===== src/hdl/u8u16_pkg.sv =====
// Package for the UTF-8 to UTF-16 decoder: result types and decode constants.
// No dependencies; imported by the top, decode, outbuf and testbench files.
`timescale 1ns / 1ps

package u8u16_pkg;

    // Decoded value: 21 bits cover the whole UTF-16 range, plus an overflow flag.
    localparam int unsigned ACC_W = 21;

    localparam logic [ACC_W-1:0] CODE_LIMIT   = 21'h110000;
    localparam logic [15:0]      SURR_HI_BASE = 16'hD800;
    localparam logic [15:0]      SURR_LO_BASE = 16'hDC00;
    localparam logic [ACC_W-1:0] SUPP_BASE    = 21'h010000;

    // One result item on the output channel.
    typedef struct packed {
        logic [15:0] code_unit;
        logic        unit_valid;
        logic        string_done;
        logic        string_failed;
        logic        run_end;
    } t_result;

    // Everything one input item produces: zero, one or two results.
    typedef struct packed {
        logic [1:0] count;
        t_result    res0;
        t_result    res1;
    } t_dec_out;

endpackage


===== src/hdl/u8u16_byte_if.sv =====
// Input channel of the decoder: one UTF-8 byte per item with a string-end flag.
// No dependencies.
`timescale 1ns / 1ps

interface u8u16_byte_if;
    logic       valid;
    logic       ready;
    logic [7:0] data_byte;
    logic       string_end;

    modport source (output valid, output data_byte, output string_end, input ready);
    modport sink   (input valid, input data_byte, input string_end, output ready);
endinterface


===== src/hdl/u8u16_unit_if.sv =====
// Output channel of the decoder: one UTF-16 code unit result per item.
// No dependencies.
`timescale 1ns / 1ps

interface u8u16_unit_if;
    logic        valid;
    logic        ready;
    logic [15:0] code_unit;
    logic        unit_valid;
    logic        string_done;
    logic        string_failed;
    logic        run_end;

    modport source (output valid, output code_unit, output unit_valid, output string_done,
                    output string_failed, output run_end, input ready);
    modport sink   (input valid, input code_unit, input unit_valid, input string_done,
                    input string_failed, input run_end, output ready);
endinterface


===== src/hdl/utf8_to_utf16_decoder_top.sv =====
// Top level of the lenient UTF-8 to UTF-16 decoder.
// Depends on u8u16_pkg, the two channel interfaces, u8u16_decode and u8u16_outbuf.
`timescale 1ns / 1ps

// Usage:
//   i_byte carries one UTF-8 byte per item, string_end set on a string's last byte.
//   o_unit carries result items: a UTF-16 code unit (unit_valid set), or, for a
//   string whose last byte produced nothing, an empty result (unit_valid clear).
//   run_end marks the last result caused by a byte; string_done marks the final
//   result of a string and string_failed then reports a stray continuation byte
//   or a value at or above 0x110000.
// Path: a byte accepted into the input register is decoded combinationally and
//   its first result is presented on o_unit from the result register.
// Throughput: one byte per cycle while o_unit.ready is high. A byte that
//   completes a supplementary character yields a surrogate pair, which holds the
//   result register until both halves are taken; that register sets the rate.
// Reset (i_rst_n low, synchronous): clear the input valid flag, the result count
//   and the sequence state; no stale result appears.
// Stall: while o_unit.ready is low the result register holds its item; the
//   input register still takes one more byte, then i_byte.ready drops.
module utf8_to_utf16_decoder_top
    import u8u16_pkg::*;
(
    input  logic          i_clk,
    input  logic          i_rst_n,
    u8u16_byte_if.sink    i_byte,
    u8u16_unit_if.source  o_unit
);

    // Decode stage to result register
    logic     load;
    logic     load_ok;
    t_dec_out dec;

    u8u16_decode u_decode (
        .i_clk     (i_clk),
        .i_rst_n   (i_rst_n),
        .i_byte    (i_byte),
        .i_load_ok (load_ok),
        .o_load    (load),
        .o_dec     (dec)
    );

    // Hold the results of one byte and hand them out in order
    u8u16_outbuf u_outbuf (
        .i_clk     (i_clk),
        .i_rst_n   (i_rst_n),
        .i_load    (load),
        .i_dec     (dec),
        .o_load_ok (load_ok),
        .o_unit    (o_unit)
    );

`ifndef SYNTHESIS
    // The second half of a surrogate pair is ready right behind the first
    a_pair_follows: assert property (@(posedge i_clk) disable iff (!i_rst_n)
        (o_unit.valid && !o_unit.run_end) |=> o_unit.valid)
        else $error("second result of a byte not presented");

    // The end of a string is always the last result of its byte
    a_done_is_last: assert property (@(posedge i_clk) disable iff (!i_rst_n)
        (o_unit.valid && o_unit.string_done) |-> o_unit.run_end)
        else $error("string_done on a result that is not the last of its byte");

    // An empty result only carries the end of a string
    a_empty_is_done: assert property (@(posedge i_clk) disable iff (!i_rst_n)
        (o_unit.valid && !o_unit.unit_valid) |->
            (o_unit.string_done && o_unit.code_unit == 16'h0000))
        else $error("empty result without string_done");

    // Failure is reported only with string_done
    a_fail_with_done: assert property (@(posedge i_clk) disable iff (!i_rst_n)
        (o_unit.valid && o_unit.string_failed) |-> o_unit.string_done)
        else $error("string_failed without string_done");
`endif

endmodule


===== src/hdl/u8u16_decode.sv =====
// Input register and per-byte decode: sequence state, flush and surrogate split.
// Depends on u8u16_pkg and u8u16_byte_if.
`timescale 1ns / 1ps

module u8u16_decode
    import u8u16_pkg::*;
(
    input  logic         i_clk,
    input  logic         i_rst_n,
    u8u16_byte_if.sink   i_byte,
    input  logic         i_load_ok,
    output logic         o_load,
    output t_dec_out     o_dec
);

    logic             r_in_valid;
    logic [7:0]       r_in_byte;
    logic             r_in_end;

    logic [2:0]       r_pend;
    logic [ACC_W-1:0] r_acc;
    logic             r_ovf;
    logic             r_fail;

    logic [2:0]       n_pend;
    logic [ACC_W-1:0] n_acc;
    logic             n_ovf;
    logic             n_fail;

    logic [2:0]       pend_a;
    logic [ACC_W-1:0] acc_a;
    logic             ovf_a;
    logic             fail_a;
    logic             flush_a;
    logic             single_a;
    logic             is_cont;
    logic             flush_req;
    logic             small_val;
    logic             range_fail;
    logic             fail_f;
    logic [ACC_W-1:0] supp;
    logic [1:0]       k;
    logic [15:0]      u0;
    logic [15:0]      u1;
    t_result          res0;
    t_result          res1;
    logic             advance;

    assign advance      = r_in_valid && i_load_ok;
    assign o_load       = advance;
    assign i_byte.ready = !r_in_valid || i_load_ok;

    // Input register
    always_ff @(posedge i_clk) begin
        if (!i_rst_n) begin
            r_in_valid <= 1'b0;
        end else if (i_byte.ready) begin
            r_in_valid <= i_byte.valid;
        end
        if (i_byte.ready && i_byte.valid) begin
            r_in_byte <= i_byte.data_byte;
            r_in_end  <= i_byte.string_end;
        end
    end

    assign is_cont = (r_in_byte[7:6] == 2'b10);

    // Step the sequence state with this byte
    always_comb begin
        pend_a   = r_pend;
        acc_a    = r_acc;
        ovf_a    = r_ovf;
        fail_a   = r_fail;
        flush_a  = 1'b0;
        single_a = 1'b0;
        if (r_fail) begin
            // drop the byte
        end else if (r_pend != 3'd0) begin
            if (is_cont) begin
                acc_a   = {r_acc[ACC_W-7:0], r_in_byte[5:0]};
                ovf_a   = r_ovf | (|r_acc[ACC_W-1:ACC_W-6]);
                pend_a  = r_pend - 3'd1;
                flush_a = (pend_a == 3'd0);
            end else begin
                flush_a = 1'b1;
            end
        end else if (!r_in_byte[7]) begin
            single_a = 1'b1;
        end else if (is_cont) begin
            fail_a = 1'b1;
        end else begin
            ovf_a = 1'b0;
            unique case (r_in_byte[5:2]) inside
                4'b0???: begin
                    pend_a = 3'd1;
                    acc_a  = {{(ACC_W-5){1'b0}}, r_in_byte[4:0]};
                end
                4'b10??: begin
                    pend_a = 3'd2;
                    acc_a  = {{(ACC_W-4){1'b0}}, r_in_byte[3:0]};
                end
                4'b110?: begin
                    pend_a = 3'd3;
                    acc_a  = {{(ACC_W-3){1'b0}}, r_in_byte[2:0]};
                end
                4'b1110: begin
                    pend_a = 3'd4;
                    acc_a  = {{(ACC_W-2){1'b0}}, r_in_byte[1:0]};
                end
                default: begin
                    pend_a = 3'd5;
                    acc_a  = {{(ACC_W-2){1'b0}}, r_in_byte[1:0]};
                end
            endcase
        end
    end

    // Flush the gathered value: on completion, a wrong byte, or the string end
    assign flush_req  = flush_a || (r_in_end && !fail_a && pend_a != 3'd0);
    assign small_val  = !ovf_a && (acc_a[ACC_W-1:16] == '0);
    assign range_fail = flush_req && (ovf_a || acc_a >= CODE_LIMIT);
    assign fail_f     = fail_a | range_fail;
    assign supp       = acc_a - SUPP_BASE;

    always_comb begin
        k  = 2'd0;
        u0 = 16'h0000;
        u1 = 16'h0000;
        if (single_a) begin
            k  = 2'd1;
            u0 = {8'h00, r_in_byte};
        end else if (flush_req && !range_fail) begin
            if (small_val) begin
                k  = 2'd1;
                u0 = acc_a[15:0];
            end else begin
                k  = 2'd2;
                u0 = SURR_HI_BASE + {6'b0, supp[19:10]};
                u1 = SURR_LO_BASE + {6'b0, supp[9:0]};
            end
        end
    end

    // Assemble results; the last one carries run_end and the string status
    always_comb begin
        res0 = '{code_unit: u0, unit_valid: (k != 2'd0),
                 string_done: 1'b0, string_failed: 1'b0, run_end: 1'b0};
        res1 = '{code_unit: u1, unit_valid: 1'b1,
                 string_done: 1'b0, string_failed: 1'b0, run_end: 1'b0};
        o_dec.count = k;
        if (k == 2'd2) begin
            res1.run_end       = 1'b1;
            res1.string_done   = r_in_end;
            res1.string_failed = r_in_end & fail_f;
        end else begin
            res0.run_end       = 1'b1;
            res0.string_done   = r_in_end;
            res0.string_failed = r_in_end & fail_f;
            if (r_in_end && k == 2'd0) begin
                o_dec.count = 2'd1;
            end
        end
        o_dec.res0 = res0;
        o_dec.res1 = res1;
    end

    always_comb begin
        if (r_in_end) begin
            n_pend = 3'd0;
            n_acc  = '0;
            n_ovf  = 1'b0;
            n_fail = 1'b0;
        end else begin
            n_pend = flush_req ? 3'd0 : pend_a;
            n_acc  = flush_req ? '0 : acc_a;
            n_ovf  = flush_req ? 1'b0 : ovf_a;
            n_fail = fail_f;
        end
    end

    always_ff @(posedge i_clk) begin
        if (!i_rst_n) begin
            r_pend <= 3'd0;
            r_acc  <= '0;
            r_ovf  <= 1'b0;
            r_fail <= 1'b0;
        end else if (advance) begin
            r_pend <= n_pend;
            r_acc  <= n_acc;
            r_ovf  <= n_ovf;
            r_fail <= n_fail;
        end
    end

endmodule


===== src/hdl/u8u16_outbuf.sv =====
// Result register: holds up to two results of one byte and hands them out in order.
// Depends on u8u16_pkg and u8u16_unit_if.
`timescale 1ns / 1ps

module u8u16_outbuf
    import u8u16_pkg::*;
(
    input  logic          i_clk,
    input  logic          i_rst_n,
    input  logic          i_load,
    input  t_dec_out      i_dec,
    output logic          o_load_ok,
    u8u16_unit_if.source  o_unit
);

    t_result    r_res [2];
    logic [1:0] r_left;
    logic       r_idx;
    logic       take;
    t_result    cur;

    assign take      = o_unit.valid && o_unit.ready;
    assign o_load_ok = (r_left == 2'd0) || (r_left == 2'd1 && o_unit.ready);

    always_ff @(posedge i_clk) begin
        if (!i_rst_n) begin
            r_left <= 2'd0;
            r_idx  <= 1'b0;
        end else if (i_load) begin
            r_left <= i_dec.count;
            r_idx  <= 1'b0;
        end else if (take) begin
            r_left <= r_left - 2'd1;
            r_idx  <= 1'b1;
        end
    end

    always_ff @(posedge i_clk) begin
        if (i_load) begin
            r_res[0] <= i_dec.res0;
            r_res[1] <= i_dec.res1;
        end
    end

    assign cur                  = r_res[r_idx];
    assign o_unit.valid         = (r_left != 2'd0);
    assign o_unit.code_unit     = cur.code_unit;
    assign o_unit.unit_valid    = cur.unit_valid;
    assign o_unit.string_done   = cur.string_done;
    assign o_unit.string_failed = cur.string_failed;
    assign o_unit.run_end       = cur.run_end;

endmodule


===== src/flat_wrapper.sv =====
// flat-port wrapper written by rule: the top's interface ports become plain ports
module utf8_to_utf16_decoder_top_flat import u8u16_pkg::*;
  (i_clk, i_rst_n, i_byte_valid, i_byte_data_byte, i_byte_string_end, i_byte_ready, o_unit_valid, o_unit_code_unit, o_unit_unit_valid, o_unit_string_done, o_unit_string_failed, o_unit_run_end, o_unit_ready);
  u8u16_byte_if i_byte_i ();
  u8u16_unit_if o_unit_i ();
  input  logic i_clk;
  input  logic i_rst_n;
  input wire logic [$bits(i_byte_i.valid)-1:0] i_byte_valid;
  input wire logic [$bits(i_byte_i.data_byte)-1:0] i_byte_data_byte;
  input wire logic [$bits(i_byte_i.string_end)-1:0] i_byte_string_end;
  output wire logic [$bits(i_byte_i.ready)-1:0] i_byte_ready;
  output wire logic [$bits(o_unit_i.valid)-1:0] o_unit_valid;
  output wire logic [$bits(o_unit_i.code_unit)-1:0] o_unit_code_unit;
  output wire logic [$bits(o_unit_i.unit_valid)-1:0] o_unit_unit_valid;
  output wire logic [$bits(o_unit_i.string_done)-1:0] o_unit_string_done;
  output wire logic [$bits(o_unit_i.string_failed)-1:0] o_unit_string_failed;
  output wire logic [$bits(o_unit_i.run_end)-1:0] o_unit_run_end;
  input wire logic [$bits(o_unit_i.ready)-1:0] o_unit_ready;
  assign i_byte_i.valid = i_byte_valid;
  assign i_byte_i.data_byte = i_byte_data_byte;
  assign i_byte_i.string_end = i_byte_string_end;
  assign i_byte_ready = i_byte_i.ready;
  assign o_unit_valid = o_unit_i.valid;
  assign o_unit_code_unit = o_unit_i.code_unit;
  assign o_unit_unit_valid = o_unit_i.unit_valid;
  assign o_unit_string_done = o_unit_i.string_done;
  assign o_unit_string_failed = o_unit_i.string_failed;
  assign o_unit_run_end = o_unit_i.run_end;
  assign o_unit_i.ready = o_unit_ready;
  utf8_to_utf16_decoder_top u_core (.i_clk(i_clk), .i_rst_n(i_rst_n), .i_byte(i_byte_i), .o_unit(o_unit_i));
endmodule

===== config.mk =====
export PLATFORM = sky130hd
export DESIGN_NAME = utf8_to_utf16_decoder_top_flat
export DESIGN_NICKNAME = d
export VERILOG_FILES = /design/src/hdl/u8u16_pkg.sv /design/src/hdl/u8u16_byte_if.sv /design/src/hdl/u8u16_unit_if.sv /design/src/hdl/utf8_to_utf16_decoder_top.sv /design/src/hdl/u8u16_decode.sv /design/src/hdl/u8u16_outbuf.sv /design/src/flat_wrapper.sv
export SDC_FILE = /design/constraint.sdc
export NUM_CORES = 1
export LEC_CHECK = 0
export BUFFER_PORTS_ARGS = -buffer_cell sky130_fd_sc_hd__buf_2
export CORE_ASPECT_RATIO = 0.9
export CORE_UTILIZATION = 50
export DETAILED_ROUTE_END_ITERATION = 6
export PLACE_DENSITY = 0.69
export REMOVE_ABC_BUFFERS = 1
export SLEW_MARGIN = 20
export SYNTH_ARGS = -nofsm -noshare
export SYNTH_HDL_FRONTEND = slang
export SYNTH_SLANG_ARGS = --single-unit

===== constraint.sdc =====
create_clock -name i_clk -period 3.4 [get_ports i_clk]
set_input_delay 0.85 -clock i_clk [delete_from_list [all_inputs] [get_ports i_clk]]
set_output_delay 0.85 -clock i_clk [all_outputs]
set_load 0.05 [all_outputs]

==> results of run 1 <==
[power by group]
group	total, mW	internal, mW	switching, mW
registers	1.07	1.03	0.0446
logic	0.569	0.177	0.392
clock network	0.827	0.491	0.336
total	2.47	1.69	0.773
[cell usage after synthesis (all sizes together), types with 6 or more instances]
library cell	count
a31oi	6
inv	20
ha	8
nor2	23
nor3	7
nand2	32
a21oi	13
clkbuf	14
nand3	6
o21ai	32
and3	7
edfxtp	43
a22o	8
nor2b	6
a22oi	10
buf	8
dfxtp	31
mux2	13
[sequential cells by signal, indices dropped and copies added (netlist names), named ones only]
signal	cells
u_core.u_decode.r_ovf	1
u_core.u_decode.r_in_valid	1
u_core.u_decode.r_fail	1
u_core.u_decode.r_pend	3
u_core.u_decode.r_acc	21
u_core.u_decode.r_in_byte	8
u_core.u_decode.r_in_end	1
u_core.u_outbuf.r_left	2
u_core.u_outbuf.r_res	34
u_core.u_outbuf.r_idx	1
[timing repair]
action | 4_1_cts | 5_1_grt
resized for setup | 0 | 5
setup endpoints to repair | 0 | 27
hold endpoints to repair | 0 | 0
setup buffers | 0 | 0
[metrics by stage]
| step | utilization | setup WS [ps] | hold WS [ps] |
|---|---|---|---|
| 2_1_floorplan | - | 82.06 | 441.4 |
| 3_3_place_gp | 0.5827 | 165.0 | 447.3 |
| 3_5_place_dp | 0.5827 | 41.19 | 457.6 |
| 4_1_cts | 0.6165 | 35.24 | 481.8 |
| 5_1_grt | 0.6209 | 13.22 | 506.3 |
| 6_report | 0.6209 | 189.3 | 483.4 |
[area by class of cell]
class	count	share of cell area
sequential	74	0.4286
multi-input combinational	254	0.3871
timing repair buffer	63	0.08696
clock buffer	10	0.02861
tap	93	0.02609
clock inverter	6	0.02581
inverter	20	0.01683
[per-layer routing]
layer	track usage	share of wire	routed length, um
met5	0	0	0
met4	0.1091	0.027	250
met3	0.04982	0.060	559
met2	0.3817	0.44	4065
met1	0.3696	0.47	4388
[how the worst max path moves through the flow]
stage | end | cells past startpoint
2_1_floorplan | u_core.u_outbuf.r_res[0][4] | 10
3_3_place_gp | u_core.u_outbuf.r_res[0][10] | 13
3_5_place_dp | u_core.u_outbuf.r_res[0][10] | 13
4_1_cts | u_core.u_outbuf.r_res[0][10] | 13
5_1_grt | u_core.u_outbuf.r_res[0][12] | 13
6_report | u_core.u_outbuf.r_res[0][12] | 13
[kinds of logic after synthesis]
group	synth area share
flops	0.5058
mux	0.04667
simple gates	0.1566
compound gates	0.2109
xor+xnor	0.006953
other cells	0.0009921
fa+ha+maj	0.02648
buf+inv	0.04568
[layout by cell type (no fill, tap or decap), types with 9 or more instances in the layout]
cell type	n
sky130_fd_sc_hd__clkbuf_8	9
sky130_fd_sc_hd__nor2_1	23
sky130_fd_sc_hd__buf_4	29
sky130_fd_sc_hd__a21oi_1	13
sky130_fd_sc_hd__nand2_1	32
sky130_fd_sc_hd__dfxtp_1	31
sky130_fd_sc_hd__o21ai_0	28
sky130_fd_sc_hd__inv_1	20
sky130_fd_sc_hd__edfxtp_1	43
sky130_fd_sc_hd__mux2_2	13
sky130_fd_sc_hd__a22oi_1	10
sky130_fd_sc_hd__buf_2	34
==> results.cfg, run 1 <==
[finish]
final-seq-area_um2 = 1912
final_cell_count_no_fill = 520
num_antenna_cells = 0
multi_input_gate_area_um2 = 1727
final_net_count = 443
fillCellCount = 619
syn2layout_area_growth_pct = 18.01
drive_gt1_frac = 0.2436
final_area_um2 = 4461

[global_routing]
grt_pass1_wl_um = 15240
grt_pass1_vias = 2951
grt_antenna_before_repair = 0
grt_overflow = 0
grt_usage = 0.2579
pin_count_of_the_biggest_net_entering_global_routing = 39

[placed_design]
placement.io_buffers = 34
globalplace.congestion = 0.9215
detailed_place.area_um2 = 4187
dp_hpwl_um = 6850
dp_cells = 504

[setup_path]
worst_ep_arrival_time_ps = 3390
critPathTopFamily = simple AND/OR/NAND/NOR gates
startpoint_of_the_worst_register_to_register_path = u_core.u_decode.r_pend[0]
cp_slowest_stage_delay_ps = 370
timing.reg2reg.worst_path_depth = 13
cp.required_ps = 3580
critPathLaunchType = flip-flop
crit_slowest_cell = sky130_fd_sc_hd__a222oi_1
timing.critical_path.buf_inv = 4
critical_path.startpoint = u_core.u_decode.r_pend[0]
worst_path_cell_trace = inv_1, ha_4, nor2b_1, buf_4, nor3_2, buf_4, a222oi_1, or2_2, o211ai_1, a211oi_2, buf_4, nand2_1, nor2_1
critical_path.endpoint_type = flip-flop
reg2reg_setup_slack_ps = 190
critPathMaxFanout = 12
critical_path_class = reg2reg
timing.rr.end = u_core.u_outbuf.r_res[0][12]
critPathMostFrequentCell = sky130_fd_sc_hd__buf_4

[die]
die_x_extent_um = 93.65
chipHeight_um = 84.49
floorplan_core_area_um2 = 7184
rows = 29
ioPinCount = 35
fp.dieArea_um2 = 7912
initial_utilization = 0.5261

[yosys]
post_synth_main_area_contributors = sky130_fd_sc_hd__edfxtp_1 (34%), sky130_fd_sc_hd__dfxtp_1 (16%), sky130_fd_sc_hd__mux2_2 (3.9%)
asyncSetResetFlopFracSynth = 0
post_synth.cell_area_avg_um2 = 10.22
synth_top_cell_by_area = sky130_fd_sc_hd__edfxtp_1
synth-main-ff-cell = sky130_fd_sc_hd__edfxtp_1
synthDominantCellAreaShare = 0.3416
synthCells = 370
yosys_register_bits = 74
mappedNetlistArea_um2 = 3780
yosys_warnings = 0
yosysSeqAreaShare = 0.5058
number_of_distinct_standard_cells_referenced_by_the_synthesized_netlist = 58
synth_edf_count = 43

[power_and_ir_drop]
power.leakage_nw = 1.725
worst_ir_drop_vdd_mv = 0.2415
post-layout-total-power_mw = 2.467
cellPowerDensity_nw_per_um2 = 553.0

[timing]
hold_viol_final = 0
period_utilization = 0.9443
totalNegativeSetupSlack_ps = 0
max_freq_ghz = 0.3115
slew_headroom = 0.5138
finalClockSkew_ps = 8.093
setup_viol_count_final = 0
rsz_0062_raised_after_global_routing = no
drv_slew = 0
period_needed_ps = 3211
tightest_slew_ps = 728.3

[clock_tree]
cts-htree-levels = 3
clock-root-buffer = sky130_fd_sc_hd__clkbuf_8
clock_pin_slew_reported_for_the_worst_setup_and_hold_paths_after_clock_tree_synthesis_ps = 80
clkSinkCount = 74
holdBufCountCts = 0
clk-insertion-delay-late_ps = 360
max-clock-path-buffers = 2
cts_made_buffers = 9
cts_tree = yes

[detailed_routing]
drt_iter0_drc = 215
totalWireLength_um = 9264
drc = 0
number_of_antenna_violating_nets_in_the_routed_design = 0
vias = 3061
post_drt_wl_per_cell_um = 17.82
drt_pass1_iterations = 5
avgViaCountPerCell = 5.887

[run]
max_cap_viols = 0

[outcome]
run_status = finished, final reports clean

[hold_path]
worst_hold_path_class = reg2reg
worst_hold_path.num_cells = 1
source_of_the_worst_hold_timing_path = u_core.u_outbuf.r_idx
Power figures use the tool's default switching activity.
==> run 2: changes to the inputs <==
Settings changed: CORE_MARGIN set to 5.
==> results.cfg, run 2 (synthesis gave the netlist of run 1 again) <==
[outcome]
run_status = finished, final reports clean

[setup_path]
timing.critical_path.buf_inv = 4
startpoint_of_the_worst_register_to_register_path = u_core.u_decode.r_pend[0]
reg2reg_setup_slack_ps = 220
cp.required_ps = 3490
worst_ep_arrival_time_ps = 3270
crit_slowest_cell = sky130_fd_sc_hd__dfxtp_1
setup.worst_path.end = u_core.u_outbuf.r_res[0][6]
critPathTopFamily = compound AO/OA/AOI/OAI gates
critPathMaxFanout = 9
timing.reg2reg.worst_path_depth = 13
worstSetupPathDepth = 13
critical_path.startpoint = u_core.u_decode.r_pend[0]
critical_path_class = reg2reg
critPathLaunchType = flip-flop
critical_path.endpoint_type = flip-flop
worst_path_cell_trace = inv_1, ha_1, nor2b_1, buf_4, nor3_2, buf_4, a222oi_1, or2_2, o211a_1, o211ai_1, buf_4, a2bb2oi_1, o21ai_1
critPathMostFrequentCell = sky130_fd_sc_hd__buf_4
cp_slowest_stage_delay_ps = 440
timing.rr.end = u_core.u_outbuf.r_res[0][6]

[finish]
drive_gt1_frac = 0.2459
fin_util = 0.5963
mostFrequentLayoutCell = sky130_fd_sc_hd__edfxtp_1
syn2layout_area_growth_pct = 17.84
final_net_count = 447
num_antenna_cells = 0
reg_top3 = u_core.u_outbuf.r_res (34), u_core.u_decode.r_acc (21), u_core.u_decode.r_in_byte (8)
mostFrequentLayoutCells = sky130_fd_sc_hd__edfxtp_1 (43), sky130_fd_sc_hd__buf_2 (34), sky130_fd_sc_hd__buf_4 (33), sky130_fd_sc_hd__nand2_1 (32), sky130_fd_sc_hd__dfxtp_1 (31)
registers.top_by_ff_count = u_core.u_outbuf.r_res
largest_register_ff_count = 34

[timing]
max_freq_ghz = 0.3147
tightest_slew_ps = 725.2
period_needed_ps = 3178
hold_viol_final = 0
period_utilization = 0.9346
setup_viol_count_final = 0
finalClockSkew_ps = 11.22
slew_headroom = 0.5159
totalNegativeSetupSlack_ps = 0
finalHoldWorstSlack_ps = 486.1
drv_slew = 0

[die]
initial_utilization = 0.5060
floorplan_core_area_um2 = 7470
chipHeight_um = 92.49
fp.dieArea_um2 = 9401
ioPinCount = 35
rows = 30
die_x_extent_um = 101.7

[detailed_routing]
drt_iter0_drc = 295
number_of_antenna_violating_nets_in_the_routed_design = 0
drc = 0
vias = 3108
drt_pass1_iterations = 5
avgViaCountPerCell = 5.898
totalWireLength_um = 9725
post_drt_wl_per_cell_um = 18.45

[global_routing]
grt_pass1_vias = 2921
grt_usage = 0.2139
grt_antenna_before_repair = 0
grt_pass1_wl_um = 15530
grt_overflow = 0
pin_count_of_the_biggest_net_entering_global_routing = 39

[placed_design]
placement.io_buffers = 34
dp_hpwl_um = 7187
globalplace.congestion = 0.9603

[clock_tree]
max-clock-path-buffers = 2
clkSinkCount = 74
clk-insertion-delay-late_ps = 350
clock_pin_slew_reported_for_the_worst_setup_and_hold_paths_after_clock_tree_synthesis_ps = 80
cts-htree-levels = 3
cts_made_buffers = 9
cts_tree = yes
holdBufCountCts = 0
clock-root-buffer = sky130_fd_sc_hd__clkbuf_8

[hold_path]
source_of_the_worst_hold_timing_path = u_core.u_outbuf.r_idx
worst_hold_path_class = reg2reg

[power_and_ir_drop]
worst_ir_drop_vdd_mv = 0.2788
power.leakage_nw = 1.720
cellPowerDensity_nw_per_um2 = 523.1

[run]
max_cap_viols = 0
==> run 2: cell type report <==
type / count / area [um^2]
flip-flops and latches: 74 / 1912
clock buffers: 10 / 127.6
inverters: 20 / 75.07
fillers: 648 / 3015
clock inverters: 6 / 65.06
well taps: 96 / 120.1
repair buffers: 67 / 417.9
multi-input cells: 254 / 1737
==> run 2: timing repair <==
action                                  in CTS  in global routing
resized for setup                            0                  5
setup buffers                                0                  1
endpoints found under the setup margin       0                 22
==> run 2: layer usage <==
metal  part of all wire  vias to the layer above  global-route usage
li1                   -                     1497                   -
met1               0.46                     1462              0.3121
met2               0.44                      129              0.3137
met3              0.083                       20             0.04819
met4              0.022                        0             0.06755
met5                  0                        -                   0
==> run 2: power by group <==
group	switching (mW)	total (mW)	internal, mW
Combinational	0.401	0.583	0.182
Clock	0.337	0.678	0.340
Sequential	0.0435	1.07	1.03
==> run 2: worst min path at each step <==
stage                            end  slack (ps)  cells after the start
2_1_floorplan              flip-flop         440                      1
3_3_place_gp   u_core.u_outbuf.r_idx         450                      1
3_5_place_dp               flip-flop         460                      1
4_1_cts        u_core.u_outbuf.r_idx         480                      1
5_1_grt        u_core.u_outbuf.r_idx         500                      1
6_report       u_core.u_outbuf.r_idx         490                      1
==> run 2: through the flow <==
step | instances | power [mW] | setup slack [ps] | cell area (um^2)
6_report | 527 | 2.330 | 222.4 | 4454
5_1_grt | 527 | 2.437 | -6.913 | 4454
4_1_cts | 526 | 2.337 | 80.58 | 4405
3_5_place_dp | 510 | 1.662 | 115.6 | 4213
3_3_place_gp | 510 | 1.654 | 171.7 | 4213
2_1_floorplan | 348 | 1.491 | 82.06 | 3682
